<file path="config.mk">
export PLATFORM = sky130hd
export DESIGN_NAME = lca_ctrl
export DESIGN_NICKNAME = d
export VERILOG_FILES = /design/src/rtl/core/lca_pkg.sv /design/src/rtl/core/lca_ctrl.sv
export SDC_FILE = /design/constraint.sdc
export NUM_CORES = 1
export LEC_CHECK = 0
export BUFFER_PORTS_ARGS = -buffer_cell sky130_fd_sc_hd__buf_2
export CORE_ASPECT_RATIO = 0.75
export CORE_MARGIN = 3
export CORE_UTILIZATION = 43
export CTS_CLUSTER_DIAMETER = 80
export DETAILED_ROUTE_END_ITERATION = 12
export HOLD_SLACK_MARGIN = 0.03
export PLACE_DENSITY = 0.74
export SLEW_MARGIN = 20
export SYNTH_ARGS = -nofsm -noshare
export SYNTH_HDL_FRONTEND = slang
export SYNTH_SLANG_ARGS = --single-unit
</file>
<file path="constraint.sdc">
create_clock -name clock -period 1.7 [get_ports clock]
set_input_delay 0.085 -clock clock [delete_from_list [all_inputs] [get_ports clock]]
set_output_delay 0.085 -clock clock [all_outputs]
set_load 0.05 [all_outputs]
</file>
<file path="src/rtl/core/lca_pkg.sv">
// shared types and constants of the lowest common ancestor engine
// table geometry, command and status words between controller and datapath
// depends on nothing
`timescale 1ns / 1ps
`default_nettype none

package lca_pkg;

   localparam int MAX_NODES   = 1024;
   localparam int LEVELS      = 10;
   localparam int NODE_W      = $clog2(MAX_NODES);
   localparam int DEPTH_W     = 10;
   localparam int COUNT_W     = 11;
   localparam int LVL_W       = (LEVELS > 1) ? $clog2(LEVELS) : 1;
   localparam int STEP_W      = $clog2(((DEPTH_W > LEVELS) ? DEPTH_W : LEVELS) + 1);
   localparam int ADDR_W      = LVL_W + NODE_W;
   localparam int TABLE_DEPTH = LEVELS * MAX_NODES;

   typedef enum logic [1:0] {
      MODE_LOAD  = 2'd0,
      MODE_BUILD = 2'd1,
      MODE_QUERY = 2'd2,
      MODE_NONE  = 2'd3
   } mode_type;

   typedef enum logic [1:0] {
      RES_ZERO   = 2'd0,
      RES_A      = 2'd1,
      RES_PARENT = 2'd2
   } res_sel_type;

   typedef struct packed {
      logic              valid;
      logic [NODE_W-1:0] target;
   } entry_type;

   typedef struct packed {
      logic        clr_step;
      logic        load_wr;
      logic        start_query;
      logic        order;
      logic        lift_rd;
      logic        lift_take;
      logic        shift;
      logic        jump_init;
      logic        jump_rd;
      logic        jump_take;
      logic        step_dec;
      logic        final_rd;
      logic        build_init;
      logic        build_rd_low;
      logic        build_rd_up;
      logic        build_wr;
      logic        build_wr_empty;
      logic        build_next;
      logic        emit;
      res_sel_type res_sel;
   } cmd_type;

   typedef struct packed {
      logic clear_last;
      logic build_none;
      logic build_done;
      logic low_valid;
      logic diff_zero;
      logic diff_lsb;
      logic step_beyond;
      logic step_zero;
      logic a_eq_b;
      logic jump_cross;
      logic jump_broken;
   } status_type;

endpackage

`default_nettype wire

</file>
<file path="src/rtl/core/lca_ctrl.sv">
// controller of the lowest common ancestor engine: clear pass, load,
// build sweep and query sequencing as a one-hot state machine
// depends on lca_pkg
`timescale 1ns / 1ps
`default_nettype none

module lca_ctrl (
   input  wire                      clock,
   input  wire                      reset,
   input  wire                      start,
   input  wire [1:0]                req_mode,
   input  wire lca_pkg::status_type status,
   output lca_pkg::cmd_type         cmd,
   output logic                     busy
);

   typedef enum logic [12:0] {
      ST_CLEAR      = 13'b0000000000001,
      ST_IDLE       = 13'b0000000000010,
      ST_ORDER      = 13'b0000000000100,
      ST_LIFT       = 13'b0000000001000,
      ST_LIFT_WAIT  = 13'b0000000010000,
      ST_JUMP_RD    = 13'b0000000100000,
      ST_JUMP_WAIT  = 13'b0000001000000,
      ST_FINAL_RD   = 13'b0000010000000,
      ST_FINAL_WAIT = 13'b0000100000000,
      ST_BUILD_RD   = 13'b0001000000000,
      ST_BUILD_LOW  = 13'b0010000000000,
      ST_BUILD_UP   = 13'b0100000000000,
      ST_SPARE      = 13'b1000000000000
   } state_type;

   state_type state_ff, state_in;

   always_comb begin
      state_in = state_ff;
      cmd      = '0;
      unique case (state_ff)
         ST_CLEAR: begin
            cmd.clr_step = 1'b1;
            if (status.clear_last) begin
               state_in = ST_IDLE;
            end
         end
         ST_IDLE: begin
            if (start) begin
               unique case (lca_pkg::mode_type'(req_mode))
                  lca_pkg::MODE_LOAD: begin
                     cmd.load_wr = 1'b1;
                  end
                  lca_pkg::MODE_BUILD: begin
                     if (!status.build_none) begin
                        cmd.build_init = 1'b1;
                        state_in       = ST_BUILD_RD;
                     end
                  end
                  lca_pkg::MODE_QUERY: begin
                     cmd.start_query = 1'b1;
                     state_in        = ST_ORDER;
                  end
                  lca_pkg::MODE_NONE: begin
                     state_in = ST_IDLE;
                  end
                  default: begin
                     state_in = ST_IDLE;
                  end
               endcase
            end
         end
         ST_ORDER: begin
            cmd.order = 1'b1;
            state_in  = ST_LIFT;
         end
         ST_LIFT: begin
            priority if (status.diff_zero) begin
               if (status.a_eq_b) begin
                  cmd.emit    = 1'b1;
                  cmd.res_sel = lca_pkg::RES_A;
                  state_in    = ST_IDLE;
               end else begin
                  cmd.jump_init = 1'b1;
                  state_in      = ST_JUMP_RD;
               end
            end else if (status.diff_lsb) begin
               if (status.step_beyond) begin
                  cmd.emit    = 1'b1;
                  cmd.res_sel = lca_pkg::RES_ZERO;
                  state_in    = ST_IDLE;
               end else begin
                  cmd.lift_rd = 1'b1;
                  state_in    = ST_LIFT_WAIT;
               end
            end else begin
               cmd.shift = 1'b1;
            end
         end
         ST_LIFT_WAIT: begin
            if (!status.low_valid) begin
               cmd.emit    = 1'b1;
               cmd.res_sel = lca_pkg::RES_ZERO;
               state_in    = ST_IDLE;
            end else begin
               cmd.lift_take = 1'b1;
               cmd.shift     = 1'b1;
               state_in      = ST_LIFT;
            end
         end
         ST_JUMP_RD: begin
            cmd.jump_rd = 1'b1;
            state_in    = ST_JUMP_WAIT;
         end
         ST_JUMP_WAIT: begin
            if (status.jump_cross && status.jump_broken) begin
               cmd.emit    = 1'b1;
               cmd.res_sel = lca_pkg::RES_ZERO;
               state_in    = ST_IDLE;
            end else begin
               cmd.jump_take = status.jump_cross;
               if (status.step_zero) begin
                  state_in = ST_FINAL_RD;
               end else begin
                  cmd.step_dec = 1'b1;
                  state_in     = ST_JUMP_RD;
               end
            end
         end
         ST_FINAL_RD: begin
            cmd.final_rd = 1'b1;
            state_in     = ST_FINAL_WAIT;
         end
         ST_FINAL_WAIT: begin
            cmd.emit    = 1'b1;
            cmd.res_sel = lca_pkg::RES_PARENT;
            state_in    = ST_IDLE;
         end
         ST_BUILD_RD: begin
            cmd.build_rd_low = 1'b1;
            state_in         = ST_BUILD_LOW;
         end
         ST_BUILD_LOW: begin
            if (status.low_valid) begin
               cmd.build_rd_up = 1'b1;
               state_in        = ST_BUILD_UP;
            end else begin
               cmd.build_wr_empty = 1'b1;
               cmd.build_next     = 1'b1;
               state_in           = status.build_done ? ST_IDLE : ST_BUILD_RD;
            end
         end
         ST_BUILD_UP: begin
            cmd.build_wr   = 1'b1;
            cmd.build_next = 1'b1;
            state_in       = status.build_done ? ST_IDLE : ST_BUILD_RD;
         end
         ST_SPARE: begin
            state_in = ST_IDLE;
         end
         default: begin
            state_in = ST_IDLE;
         end
      endcase
   end

   always_ff @(posedge clock) begin
      if (reset) begin
         state_ff <= ST_CLEAR;
      end else begin
         state_ff <= state_in;
      end
   end

   assign busy = (state_ff != ST_IDLE);

endmodule

`default_nettype wire
</file>
-- Word-level counts from Yosys, hierarchy flattened
Cells that the tools add are included.
- bits in registers: 13
- latch bits: 0
- RAM bits: 0
- bits in read-only memories: 0
- input port bits: 16
- output and inout bits: 22
- logic and storage cells: 80
- memories: 0
- $add $sub $neg: 0
- $mul: 0
- div/mod/pow operators: 0
- magnitude comparators: 0
- eq/ne operators: 21
- shift operators: 0
- mux-type cells: 55
- bitwise operators: 0
- reductions and logical operators: 3
- operators with widths (cell ; number):
    $pmux W13 S11 ; 1
    $mux W13 ; 6
    $pmux W13 S3 ; 1
    $mux W1 ; 26
    $mux W3 ; 6
    $eq A13 B1 Y1 const B ; 1
    $eq A13 B10 Y1 const B ; 1
    $eq A13 B11 Y1 const B ; 1
    $eq A13 B12 Y1 const B ; 1
    $eq A13 B2 Y1 const B ; 1
    $eq A13 B3 Y1 const B ; 1
    $eq A13 B4 Y1 const B ; 1
    $eq A13 B5 Y1 const B ; 1
    $eq A13 B6 Y1 const B ; 1
    $eq A13 B7 Y1 const B ; 1
    $eq A13 B8 Y1 const B ; 1
    $eq A13 B9 Y1 const B ; 1
    $ne A13 B2 Y1 const B ; 1
    $mux W12 ; 1
    $mux W2 ; 6
    $pmux W3 S4 ; 1
    $mux W10 ; 1
    $mux W8 ; 1
    $mux W6 ; 1
    other kinds (11) ; 15

-- Longest topological paths before layout
Gate-level depths: netlist of the first run.
- depth in word-level cells: 4
- gate-level depth with buffers: 6
- depth with buffers taken out: 5

-- Worst setup path before layout of the first run
No wires, ideal clock.
- path kind: reg-to-output
- from: register state_ff[6]
- to: output port cmd[4] (netlist name)
- arrival: 2.649 ns
- data required time: 1.615 ns
- path slack: -1.034 ns
- stages on the path, launching flop included: 5
- cells stage by stage: dfxtp_1 clkbuf_2 nor4_4 nand3_1 nor4b_1
- RTL lines (element ; RTL line ; source):
    from (decl) ; lca_ctrl.sv:33 ; state_type state_ff, state_in;
    from (signal assigned) ; lca_ctrl.sv:168 ; state_ff <= state_in;
    to (decl) ; lca_ctrl.sv:13 ; output lca_pkg::cmd_type cmd,

==> load_flow_metrics.sql, run 1 <==
INSERT INTO impl_metrics (metric_group, metric, value, unit) VALUES
('placed_design', 'placement.io_buffers', '37', ''),
('cells_and_area', 'num-nets-final', '208', ''),
('cells_and_area', 'max_flop_register', 'state_ff', ''),
('synthesis', 'number_of_distinct_standard_cells_referenced_by_the_synthesized_netlist', '48', ''),
('min_path', 'holdPathStages', '2', ''),
('synthesis', 'post_synth_and_or_nand_nor_area_fraction', '0.4911', ''),
('worst_setup_path', 'ff2ff_setup_slack', '-0.11', 'ns'),
('job', 'cap_violations', '0', ''),
('sta', 'clock_skew', '0.002476', 'ns'),
('clock_network', 'worstSkewPairLatency', '0.28', 'ns'),
('floorplan', 'die_area', '0.002896', 'sq mm'),
('power_and_ir_drop', 'power.switching_fraction', '0.3317', ''),
('worst_setup_path', 'arrival', '2.05', 'ns'),
('synthesis', 'post_synth_main_area_contributors', 'sky130_fd_sc_hd__dfxtp_1 24%, sky130_fd_sc_hd__nor4_2 6.4%, sky130_fd_sc_hd__nor4b_1 4.5%', ''),
('worst_setup_path', 'r2r_end', 'state_ff[1]', ''),
('sta', 'finalSetupViolations', '25', ''),
('clock_network', 'cts_root_buf', 'sky130_fd_sc_hd__clkbuf_4', ''),
('sta', 'worst_slew_pin_slew', '0.4983', 'ns'),
('synthesis', 'synth-adder-area-share', '0', ''),
('floorplan', 'die_width', '61.15', 'um'),
('worst_setup_path', 'crit_fanout', '6', ''),
('status', 'result_of_the_run', 'finished with violations', ''),
('clock_network', 'cts.path.max_buffers', '2', ''),
('worst_setup_path', 'cp_common_cell', 'sky130_fd_sc_hd__buf_4', ''),
('drt', 'dr_drc_count', '0', ''),
('sta', 'min_period', '2.133', 'ns'),
('drt', 'drt-initial-drc-count', '199', ''),
('floorplan', 'initial_utilization', '0.4706', ''),
('synthesis', 'nets_in_the_synthesized_netlist', '134', ''),
('clock_network', 'cts_buffers', '3', ''),
('worst_setup_path', 'start_kind', 'register', ''),
('global_route', 'grt_first_pass_wirelength', '5582', 'um'),
('sta', 'postLayoutSetupSlackWorst', '-0.4329', 'ns'),
('clock_network', 'cts.clk_slew.worst_paths', '0.08', 'ns'),
('placed_design', 'gp_congestion', '0.7969', ''),
('drt', 'avgViaCountPerCell', '6.679', ''),
('power_and_ir_drop', 'power_density', '402.7', 'mW/mm^2'),
('power_and_ir_drop', 'vdd_ir_drop_max', '323.1', 'uV'),
('sta', 'fin_crit_sh', '1.255', ''),
('drt', 'route.vias.total', '1436', ''),
('status', 'violated_checks', 'negative setup slack', ''),
('synthesis', 'ffs_w_async_s_r_synth', '0', ''),
('power_and_ir_drop', 'cellLeakagePower', '0.8695', 'nW'),
('worst_setup_path', 'endpoint_kind', 'output pin', ''),
('worst_setup_path', 'cpLargestDelayFamily', 'buffers and inverters', ''),
('floorplan', 'chipHeight', '47.37', 'um'),
('power_and_ir_drop', 'intPower', '0.5331', 'mW'),
('power_and_ir_drop', 'power_frac_clock', '0.292', ''),
('worst_setup_path', 'worst-r2r-cell-count', '6', ''),
('drt', 'drt_pass1_iterations', '5', ''),
('worst_setup_path', 'critical_path_required', '1.62', 'ns'),
('power_and_ir_drop', 'power.switching', '0.2646', 'mW'),
('global_route', 'initial_antenna_violation_count', '0', ''),
('synthesis', 'yosys.area_share.xor_xnor', '0.02679', ''),
('synthesis', 'synth_area', '980.9', 'sq um'),
('floorplan', 'rows', '14', ''),
('min_path', 'hold_path_startpoint', 'status[4]', ''),
('sta', 'setup_repair_after_global_routing_missed_its_margin', 'true', ''),
('power_and_ir_drop', 'power', '0.7977', 'mW'),
('min_path', 'hp-class', 'in2reg', ''),
('placed_design', 'place.detailed.hpwl', '2303', 'um'),
('clock_network', 'ctsHoldBuffers', '0', ''),
('global_route', 'gr-usage-all-layers', '0.2639', ''),
('cells_and_area', 'largest_register_ffs', '12', ''),
('drt', 'ant_nets', '0', ''),
('global_route', 'grt.overflow.total', '0', ''),
('synthesis', 'synth.mux.area_fraction', '0', ''),
('cells_and_area', 'n_diodes', '0', ''),
('worst_setup_path', 'critPathSlowestCell', 'sky130_fd_sc_hd__nor4b_1', ''),
('synthesis', 'synth_warnings', '0', ''),
('drt', 'routed_wire_length_per_instance', '22.50', 'um');
==> stage by stage <==
stage	cell area, sq um	TNS (ns)	setup slack [ns]	hold WS, ns	cells
5_1_grt	1981	-5.656	-0.4099	0.05386	215
6_report	1981	-4.469	-0.4329	0.04553	215
3_5_place_dp	1466	-0.04241	-0.04232	0.3368	193
4_1_cts	1813	-2.218	-0.2025	0.03521	206
2_1_floorplan	1132	-2.017	-0.3122	0.1635	118
3_3_place_gp	1466	0	0.01317	0.3379	193
==> layout make-up <==
| cell class | count | area, sq um | area share |
|---|---|---|---|
| well taps | 24 | 30.03 | 0.01516 |
| multi-input cells | 92 | 954.7 | 0.4820 |
| flip-flops and latches | 12 | 266.5 | 0.1346 |
| clock buffers | 4 | 36.28 | 0.01832 |
| repair buffers | 77 | 668.1 | 0.3373 |
| inverters | 6 | 25.02 | 0.01263 |
==> logic make-up after synthesis <==
| group | Yosys count |
|---|---|
| AOI/OAI and AO/OA | 24 |
| xor gates and xnor gates | 3 |
| buffers and inverters | 14 |
| and+or+nand+nor | 65 |
| DFF | 12 |
==> metal layers <==
layer | vias to the layer above | wire [um] | global-route usage
met1 | 673 | 1777 | 0.3601
met2 | 138 | 2226 | 0.4325
met4 | 0 | 239 | 0.05195
met5 | - | 0 | 0
met3 | 36 | 594 | 0.05495
li1 | 589 | - | -
==> power groups by stage <==
stage          combinational, mW  clock [mW]  sequential, mW
2_1_floorplan              0.125           0           0.295
3_3_place_gp               0.186           0           0.302
3_5_place_dp               0.190           0           0.302
4_1_cts                    0.226       0.236           0.296
5_1_grt                    0.283       0.246           0.294
6_report                   0.270       0.233           0.294
==> repair_timing <==
item / in CTS / in global routing
setup buffers: 9 / 10
resized for setup: 68 / 29
setup endpoints to repair: 22 / 25
pin swaps: 17 / 8
==> cells in the final DEF, fill, tap and decap left out, types with 4 or more instances in the layout <==
| master | Yosys | layout |
|---|---|---|
| sky130_fd_sc_hd__nor4_4 | 2 | 7 |
| sky130_fd_sc_hd__buf_2 | 3 | 15 |
| sky130_fd_sc_hd__o21ai_0 | 6 | 5 |
| sky130_fd_sc_hd__nand2_1 | 5 | 5 |
| sky130_fd_sc_hd__inv_1 | 6 | 4 |
| sky130_fd_sc_hd__buf_8 | 0 | 9 |
| sky130_fd_sc_hd__buf_4 | 0 | 37 |
| sky130_fd_sc_hd__nor2_1 | 8 | 5 |
| sky130_fd_sc_hd__buf_6 | 0 | 16 |
| sky130_fd_sc_hd__dfxtp_4 | 0 | 6 |
==> worst max-delay path by stage <==
| stage | from | endpoint | slack [ns] | cells after the start |
|---|---|---|---|---|
| floorplan | state_ff[7] | cmd[2] | -0.31 | 5 |
| global placement | state_ff[0] | cmd[7] | 0.01 | 4 |
| detailed placement | state_ff[0] | cmd[7] | -0.04 | 4 |
| CTS | state_ff[6] | cmd[18] | -0.20 | 6 |
| global route | state_ff[5] | cmd[2] | -0.41 | 6 |
| finish | state_ff[5] | cmd[2] | -0.43 | 6 |
==> cell usage after synthesis, types with 2 or more instances <==
cell	n
sky130_fd_sc_hd__a21oi_1	2
sky130_fd_sc_hd__and2_1	2
sky130_fd_sc_hd__and2b_1	2
sky130_fd_sc_hd__and3_1	2
sky130_fd_sc_hd__and4b_1	3
sky130_fd_sc_hd__buf_2	3
sky130_fd_sc_hd__clkbuf_1	4
sky130_fd_sc_hd__dfxtp_1	12
sky130_fd_sc_hd__inv_1	6
sky130_fd_sc_hd__nand2_1	5
sky130_fd_sc_hd__nand2b_1	3
sky130_fd_sc_hd__nand3_1	3
sky130_fd_sc_hd__nor2_1	8
sky130_fd_sc_hd__nor2b_1	6
sky130_fd_sc_hd__nor3_1	5
sky130_fd_sc_hd__nor3b_1	4
sky130_fd_sc_hd__nor4_1	2
sky130_fd_sc_hd__nor4_2	5
sky130_fd_sc_hd__nor4_4	2
sky130_fd_sc_hd__nor4b_1	5
sky130_fd_sc_hd__o21ai_0	6
sky130_fd_sc_hd__xor2_1	2
(Power assumes the default switching activity.)
==> inputs of run 2 (changes only) <==
Settings changed: BUFFER_PORTS_ARGS -buffer_cell sky130_fd_sc_hd__buf_2 to -buffer_cell sky130_fd_sc_hd__clkbuf_2.
==> run 2 against run 1 <==
Against the previous run: the run now fails in 5_1_grt; area after synthesis is the same; synthesized cell count is the same.
==> load_flow_metrics.sql, run 2 <==
INSERT INTO impl_metrics (metric_group, metric, value, unit) VALUES
('synthesis', 'post-synth-top-area-fraction', '0.2449', ''),
('synthesis', 'synthMostInstantiatedCell', 'sky130_fd_sc_hd__dfxtp_1', ''),
('status', 'haltStage', '5_1_grt', ''),
('synthesis', 'synth_area', '980.9', 'sq um'),
('clock_network', 'cts_buffers', '3', ''),
('status', 'result_of_the_run', 'did not finish', ''),
('sta', 'endpoint_type', 'output port', ''),
('synthesis', 'post_synth_main_area_contributors', 'sky130_fd_sc_hd__dfxtp_1 24%, sky130_fd_sc_hd__nor4_2 6.4%, sky130_fd_sc_hd__nor4b_1 4.5%', ''),
('synthesis', 'synth_area_leader_cell', 'sky130_fd_sc_hd__dfxtp_1', ''),
('placed_design', 'dpl-instance-area', '0.001534', 'sq mm'),
('synthesis', 'synth_warnings', '0', ''),
('synthesis', 'nets_in_the_synthesized_netlist', '134', ''),
('clock_network', 'clkSinkCount', '12', ''),
('floorplan', 'die_width', '61.15', 'um'),
('placed_design', 'place.detailed.hpwl', '2368', 'um'),
('synthesis', 'ys_ff_latch', '12', ''),
('status', 'error', '[ERROR DPL-0038] Utilization greater than 100%, impossible to legalize', ''),
('placed_design', 'post-place-cells', '190', ''),
('placed_design', 'post-place-ws', '-0.1052', 'ns'),
('synthesis', 'number_of_distinct_standard_cells_referenced_by_the_synthesized_netlist', '48', ''),
('clock_network', 'cts_root_buf', 'sky130_fd_sc_hd__clkbuf_4', ''),
('synthesis', 'ys_dominant_reg_cell', 'sky130_fd_sc_hd__dfxtp_1', ''),
('clock_network', 'htree_levels', '1', ''),
('synthesis', 'yosysSeqAreaShare', '0.2449', ''),
('floorplan', 'rows', '14', ''),
('sta', 'repair-timing-grt-worst-ep', 'cmd[2]', ''),
('synthesis', 'post_synth_inst_count', '118', ''),
('floorplan', 'chipHeight', '47.37', 'um'),
('synthesis', 'synth-edff-count', '0', ''),
('floorplan', 'num_io_pins', '38', ''),
('floorplan', 'initial_utilization', '0.4706', ''),
('synthesis', 'syn-mean-instance-area', '8.313', 'sq um'),
('global_route', 'grt_start_max_net_pins', '13', ''),
('clock_network', 'cts.path.max_buffers', '2', ''),
('placed_design', 'gp_congestion', '0.8573', ''),
('placed_design', 'placement.io_buffers', '37', ''),
('synthesis', 'most_numerous_cell_types_in_the_synthesized_netlist', '12 x sky130_fd_sc_hd__dfxtp_1, 8 x sky130_fd_sc_hd__nor2_1, 6 x sky130_fd_sc_hd__inv_1, 6 x sky130_fd_sc_hd__nor2b_1, 6 x sky130_fd_sc_hd__o21ai_0', ''),
('synthesis', 'ffs_w_async_s_r_synth', '0', ''),
('clock_network', 'ctsHoldBuffers', '0', '');
run 2: through the flow:
step                hold slack (ns)  utilization  setup TNS (ns)
CTS                         0.04711       0.9388          -2.508
detailed placement           0.3409       0.7359         -0.3414
global placement             0.3372       0.7359        -0.02712
floorplan                    0.1635            -          -2.017
run 2: logic make-up after synthesis:
kind of cell | after synthesis | share of synthesized area
XOR/XNOR | 3 | 0.02679
AO/OA/AOI/OAI | 24 | 0.1786
buffers and inverters | 14 | 0.05866
AND/OR/NAND/NOR | 65 | 0.4911
flip-flops | 12 | 0.2449
run 2: repair_timing:
item / in CTS
setup endpoints to repair: 23
buffers inserted: 14
pin swaps: 19
gates resized for setup: 61
==> inputs of run 3 (changes only) <==
Settings changed: CORE_AREA set to 3 3 64 66, CORE_ASPECT_RATIO 0.75 to unset, CORE_MARGIN 3 to unset, CORE_UTILIZATION 43 to unset, CTS_CLUSTER_DIAMETER 80 to unset, DIE_AREA set to 0 0 67 69, HOLD_SLACK_MARGIN 0.03 to unset, PLACE_DENSITY 0.74 to unset, PLACE_DENSITY_LB_ADDON set to 0.15.
Clock period 1.7 ns to 2.2 ns, I/O delays scaled along.
==> run 3 against run 2 <==
Against the previous run: the flow now finishes without violations.
==> load_flow_metrics.sql, run 3 (same netlist as run 1, synthesis figures left out) <==
INSERT INTO impl_metrics (metric_group, metric, value, unit) VALUES
('floorplan', 'num_io_pins', '38', ''),
('cells_and_area', 'utilization', '0.3681', ''),
('power_and_ir_drop', 'vdd_ir_drop_max', '172.3', 'uV'),
('global_route', 'initial_antenna_violation_count', '0', ''),
('cells_and_area', 'final_layout_size_suffix_gt1_frac', '0.4416', ''),
('sta', 'worst_slew_pin_slew', '0.5250', 'ns'),
('power_and_ir_drop', 'power', '0.5611', 'mW'),
('sta', 'fmax', '479.5', 'MHz'),
('floorplan', 'chipHeight', '69', 'um'),
('sta', 'postLayoutSetupSlackWorst', '0.1146', 'ns'),
('power_and_ir_drop', 'power_frac_comb', '0.207', ''),
('sta', 'setup_repair_after_global_routing_missed_its_margin', 'true', ''),
('drt', 'dr_drc_count', '0', ''),
('global_route', 'grt.overflow.total', '0', ''),
('sta', 'final-hold-violation-count', '0', ''),
('cells_and_area', 'top_registers', 'state_ff (12)', ''),
('placed_design', 'dpl-instance-area', '0.001251', 'sq mm'),
('sta', 'fin_crit_sh', '0.9479', ''),
('cells_and_area', 'num-nets-final', '172', ''),
('global_route', 'gr-usage-all-layers', '0.1308', ''),
('sta', 'clock_skew', '0.003129', 'ns'),
('drt', 'route.vias.total', '1039', ''),
('clock_network', 'clkSinkCount', '12', ''),
('worst_setup_path', 'start_kind', 'register', ''),
('placed_design', 'gp_congestion', '0.6914', ''),
('global_route', 'grt_start_max_net_pins', '13', ''),
('drt', 'ant_nets', '0', ''),
('clock_network', 'htree_levels', '1', ''),
('placed_design', 'place.detailed.hpwl', '2205', 'um'),
('min_path', 'hp-class', 'in2reg', ''),
('sta', 'finalMaxSlewViolations', '0', ''),
('power_and_ir_drop', 'power.switching_fraction', '0.3039', ''),
('sta', 'min_period', '2.085', 'ns'),
('cells_and_area', 'most-common-layout-cells', '35 x sky130_fd_sc_hd__clkbuf_2, 12 x sky130_fd_sc_hd__dfxtp_1, 8 x sky130_fd_sc_hd__nor2_1', ''),
('floorplan', 'initial_utilization', '0.2700', ''),
('global_route', 'first_global_vias', '1004', ''),
('placed_design', 'placement.io_buffers', '37', ''),
('worst_setup_path', 'critical_path_required', '2.09', 'ns'),
('worst_setup_path', 'endpoint_kind', 'output pin', ''),
('drt', 'drt_wl_total', '2853', 'um'),
('floorplan', 'die_width', '67', 'um'),
('sta', 'slew-limit-headroom', '0.6451', ''),
('worst_setup_path', 'arrival', '1.98', 'ns'),
('status', 'result_of_the_run', 'finished clean', ''),
('clock_network', 'worstSkewPairLatency', '0.24', 'ns'),
('drt', 'routed_wire_length_per_instance', '14.12', 'um'),
('worst_setup_path', 'critPathMaxStageDelay', '0.62', 'ns'),
('cells_and_area', 'area_growth_syn_to_layout', '36.35', '%'),
('power_and_ir_drop', 'power_density', '419.5', 'mW/mm^2'),
('job', 'cap_violations', '0', ''),
('power_and_ir_drop', 'power.switching', '0.1705', 'mW'),
('worst_setup_path', 'path_cells', 'or4_4 > nor4_2 > and3_1 > clkbuf_4', ''),
('floorplan', 'die_area', '0.004623', 'sq mm'),
('worst_setup_path', 'crit_fanout', '9', ''),
('drt', 'avgViaCountPerCell', '5.144', ''),
('clock_network', 'clock_tree_from_tritoncts', 'yes', ''),
('floorplan', 'rows', '22', ''),
('cells_and_area', 'largest_register_ffs', '12', ''),
('cells_and_area', 'max_flop_register', 'state_ff', ''),
('worst_setup_path', 'critPathSlowestCell', 'sky130_fd_sc_hd__or4_4', ''),
('clock_network', 'cts_root_buf', 'sky130_fd_sc_hd__clkbuf_8', ''),
('placed_design', 'post-place-ws', '0.2662', 'ns'),
('power_and_ir_drop', 'cellLeakagePower', '0.5911', 'nW'),
('power_and_ir_drop', 'intPower', '0.3906', 'mW'),
('power_and_ir_drop', 'power_frac_clock', '0.373', ''),
('cells_and_area', 'n_diodes', '0', ''),
('drt', 'drt_pass1_iterations', '4', ''),
('drt', 'drt-initial-drc-count', '36', ''),
('power_and_ir_drop', 'power.share.sequential', '0.419', ''),
('cells_and_area', 'leading_cell_type_in_the_layout_fill_and_taps_excluded', 'sky130_fd_sc_hd__clkbuf_2', ''),
('cells_and_area', 'layout.cell_area.non_filler', '0.001338', 'sq mm'),
('sta', 'finalSetupViolations', '0', ''),
('worst_setup_path', 'critPathKind', 'reg2out', ''),
('floorplan', 'fp.coreArea', '0.003633', 'sq mm'),
('global_route', 'grt_first_pass_wirelength', '4726', 'um'),
('clock_network', 'ctsHoldBuffers', '0', ''),
('clock_network', 'cts.clk_slew.worst_paths', '0.06', 'ns'),
('clock_network', 'cts_buffers', '3', ''),
('clock_network', 'cts.path.max_buffers', '2', '');
[run 3: path summary, 6_finish.rpt]
kind,slack [ns],end,startpoint,cells after the start
setup / recovery,0.11,cmd[7],state_ff[0],4
hold / removal,0.09,state_ff[4],status[4],2
setup reg to reg,0.49,state_ff[1],state_ff[7],6
hold reg to reg,0.75,state_ff[6],state_ff[5],2
[run 3: power groups by stage]
stage	Combinational [mW]	Clock [mW]	Sequential [mW]
floorplan	0.0832	0	0.228
global placement	0.111	0	0.236
detailed placement	0.111	0	0.237
CTS	0.112	0.212	0.232
global route	0.128	0.223	0.236
finish	0.116	0.210	0.235
[run 3: timing repair]
| item | 4_1_cts | 5_1_grt |
|---|---|---|
| endpoints found under the setup margin | 0 | 13 |
| buffers inserted | 0 | 2 |
| resized for setup | 0 | 9 |
[run 3: layer usage]
metal | vias up | routed length, um | share of wire | GRT usage
li1 | 515 | - | - | -
met1 | 492 | 1355 | 0.47 | 0.1761
met2 | 28 | 1335 | 0.47 | 0.1998
met3 | 4 | 119 | 0.042 | 0.02117
met4 | 0 | 42 | 0.015 | 0.06081
met5 | - | 0 | 0 | 0
[run 3: worst max-delay path: cells and delay by family (launching register included)]
family / cells / cell delay, ns
buf+inv: 1 / 0.24
flops: 1 / 0.43
simple gates: 3 / 1.05
[run 3: final cells by class]
cell class | count | area, sq um
well taps | 48 | 60.06
flip-flops and latches | 12 | 240.2
inverters | 6 | 22.52
repair buffers | 41 | 220.2
fillers | 407 | 2296
clock buffers | 3 | 41.29
multi-input cells | 92 | 753.2
[run 3: metrics by stage]
stage / hold WS [ns] / instances / TNS (ns)
floorplan: 0.1885 / 118 / -0.1440
global placement: 0.3498 / 197 / 0
detailed placement: 0.3440 / 197 / 0
CTS: 0.08777 / 200 / 0
global route: 0.09995 / 202 / 0
finish: 0.08977 / 202 / 0
==> inputs of run 4 (changes only) <==
Settings changed: BUFFER_PORTS_ARGS -buffer_cell sky130_fd_sc_hd__clkbuf_2 to -buffer_cell sky130_fd_sc_hd__buf_2.
==> run 4 against run 3 <==
Against the previous run: clock power fell by 4%; sequential share of layout area rose by 0.12 points; count of clock-buffer cells in the layout did not move; largest power group unchanged.
==> load_flow_metrics.sql, run 4 (same netlist as run 1, synthesis figures left out) <==
INSERT INTO impl_metrics (metric_group, metric, value, unit) VALUES
('global_route', 'grt_first_pass_wirelength', '4616', 'um'),
('placed_design', 'place.detailed.hpwl', '2165', 'um'),
('worst_setup_path', 'critPathKind', 'reg2out', ''),
('drt', 'ant_nets', '0', ''),
('cells_and_area', 'area_growth_syn_to_layout', '35.46', '%'),
('sta', 'finalSetupViolations', '0', ''),
('status', 'result_of_the_run', 'finished clean', ''),
('power_and_ir_drop', 'power_density', '412.8', 'mW/mm^2'),
('global_route', 'first_global_vias', '978', ''),
('clock_network', 'cts.path.max_buffers', '2', ''),
('global_route', 'initial_antenna_violation_count', '0', ''),
('sta', 'finalMaxSlewViolations', '0', ''),
('worst_setup_path', 'critical_path.n_buffers_inverters', '1', ''),
('sta', 'worst_slew_pin_slew', '0.5467', 'ns'),
('floorplan', 'die_width', '67', 'um'),
('clock_network', 'cts_buffers', '3', ''),
('floorplan', 'rows', '22', ''),
('clock_network', 'worstSkewPairLatency', '0.24', 'ns'),
('floorplan', 'fp.coreArea', '0.003633', 'sq mm'),
('floorplan', 'chipHeight', '69', 'um'),
('floorplan', 'num_io_pins', '38', ''),
('placed_design', 'gp_congestion', '0.7030', ''),
('floorplan', 'initial_utilization', '0.2700', ''),
('sta', 'setup_repair_after_global_routing_missed_its_margin', 'true', ''),
('drt', 'routed_wire_length_per_instance', '13.59', 'um'),
('drt', 'avgViaCountPerCell', '4.916', ''),
('worst_setup_path', 'crit_fanout', '9', ''),
('floorplan', 'die_area', '0.004623', 'sq mm'),
('sta', 'slew-limit-headroom', '0.6304', ''),
('cells_and_area', 'largest_register_ffs', '12', ''),
('clock_network', 'clock_tree_from_tritoncts', 'yes', ''),
('worst_setup_path', 'critPathMaxStageDelay', '0.66', 'ns'),
('worst_setup_path', 'critPathSlowestCell', 'sky130_fd_sc_hd__or4_1', ''),
('drt', 'drt_pass1_iterations', '4', ''),
('worst_setup_path', 'start_kind', 'register', ''),
('clock_network', 'ctsHoldBuffers', '0', ''),
('placed_design', 'placement.io_buffers', '37', ''),
('cells_and_area', 'max_flop_register', 'state_ff', ''),
('cells_and_area', 'most-common-layout-cells', '35 x sky130_fd_sc_hd__buf_2, 12 x sky130_fd_sc_hd__dfxtp_1, 8 x sky130_fd_sc_hd__nor2_1', ''),
('drt', 'dr_drc_count', '0', ''),
('placed_design', 'dpl-instance-area', '0.001251', 'sq mm'),
('cells_and_area', 'leading_cell_type_in_the_layout_fill_and_taps_excluded', 'sky130_fd_sc_hd__buf_2', ''),
('worst_setup_path', 'cpLargestDelayFamily', 'simple AND/OR/NAND/NOR gates', ''),
('sta', 'final-hold-violation-count', '0', ''),
('clock_network', 'clkSinkCount', '12', ''),
('drt', 'route.vias.total', '993', ''),
('worst_setup_path', 'arrival', '1.96', 'ns'),
('cells_and_area', 'final_layout_size_suffix_gt1_frac', '0.4286', ''),
('cells_and_area', 'top_registers', 'state_ff (12)', ''),
('sta', 'fmax', '483.2', 'MHz'),
('cells_and_area', 'layout.cell_area.non_filler', '0.001329', 'sq mm'),
('global_route', 'grt.overflow.total', '0', ''),
('cells_and_area', 'n_diodes', '0', ''),
('sta', 'fin_tns_setup', '0', 'ns'),
('sta', 'min_period', '2.070', 'ns'),
('worst_setup_path', 'critical_path_required', '2.09', 'ns'),
('power_and_ir_drop', 'cellLeakagePower', '0.6024', 'nW'),
('global_route', 'gr-usage-all-layers', '0.1273', ''),
('global_route', 'grt_start_max_net_pins', '13', ''),
('drt', 'drt-initial-drc-count', '42', ''),
('min_path', 'hp-class', 'in2reg', ''),
('worst_setup_path', 'path_cells', 'or4_1 > nor4_2 > and3_1 > clkbuf_4', ''),
('clock_network', 'cts_root_buf', 'sky130_fd_sc_hd__clkbuf_8', ''),
('worst_setup_path', 'endpoint_kind', 'output pin', ''),
('cells_and_area', 'num-nets-final', '172', ''),
('clock_network', 'htree_levels', '1', ''),
('job', 'cap_violations', '0', ''),
('power_and_ir_drop', 'vdd_ir_drop_max', '132.1', 'uV'),
('sta', 'fin_crit_sh', '0.9408', ''),
('clock_network', 'cts.clk_slew.worst_paths', '0.05', 'ns'),
('drt', 'drt_wl_total', '2745', 'um'),
('sta', 'clock_skew', '0.003995', 'ns');
[run 4: cell types whose count changed in the layout (fill, tap and decap cells not counted), sizes merged]
| cell | delta |
|---|---|
| buf | +35 |
| clkbuf | -35 |
[run 4: metrics by stage]
stage	utilization	power, mW	cells	hold slack, ns	setup slack [ns]
6_report	0.3657	0.5485	202	0.09049	0.1303
5_1_grt	0.3657	0.5768	202	0.09680	-0.009408
4_1_cts	0.3598	0.5519	202	0.08112	0.05157
3_5_place_dp	0.3444	0.3480	197	0.3336	0.2491
3_3_place_gp	0.3444	0.3477	197	0.3440	0.3156
2_1_floorplan	-	0.3112	118	0.1885	-0.08134
[run 4: metal layers]
| metal | wire length (um) | GRT usage | up-vias |
|---|---|---|---|
| met5 | 0 | 0 | - |
| met4 | 22 | 0.04730 | 0 |
| met3 | 160 | 0.02606 | 2 |
| met2 | 1222 | 0.1910 | 28 |
| met1 | 1339 | 0.1762 | 447 |
| li1 | - | - | 516 |
[run 4: power breakdown]
part           total [mW]  switching (mW)  internal (mW)
sequential          0.234          0.0115          0.222
combinational       0.114          0.0682         0.0456
clock               0.201          0.0805          0.121
total               0.549           0.160          0.388
[run 4: area by class of cell]
type	count	area, sq um
Inverter	6	22.52
Multi-Input combinational cell	92	744.5
Timing Repair Buffer	41	220.2
Tap cell	48	60.06
Clock buffer	3	41.29
Sequential cell	12	240.2
Fill cell	421	2305
[run 4: path summary, 6_finish.rpt]
check | slack (ns) | from | cells past startpoint | endpoint
worst max register to register | 0.48 | state_ff[7] | 6 | state_ff[1]
worst min-delay path | 0.09 | status[4] | 2 | state_ff[4]
worst max-delay path | 0.13 | state_ff[0] | 4 | cmd[7]
worst min register to register | 0.76 | state_ff[5] | 2 | state_ff[6]
[run 4: what timing repair did]
item | 4_1_cts | 5_1_grt
setup buffers | 2 | 0
resized for setup | 0 | 5
pin swaps | 1 | 0
setup endpoints to repair | 1 | 5
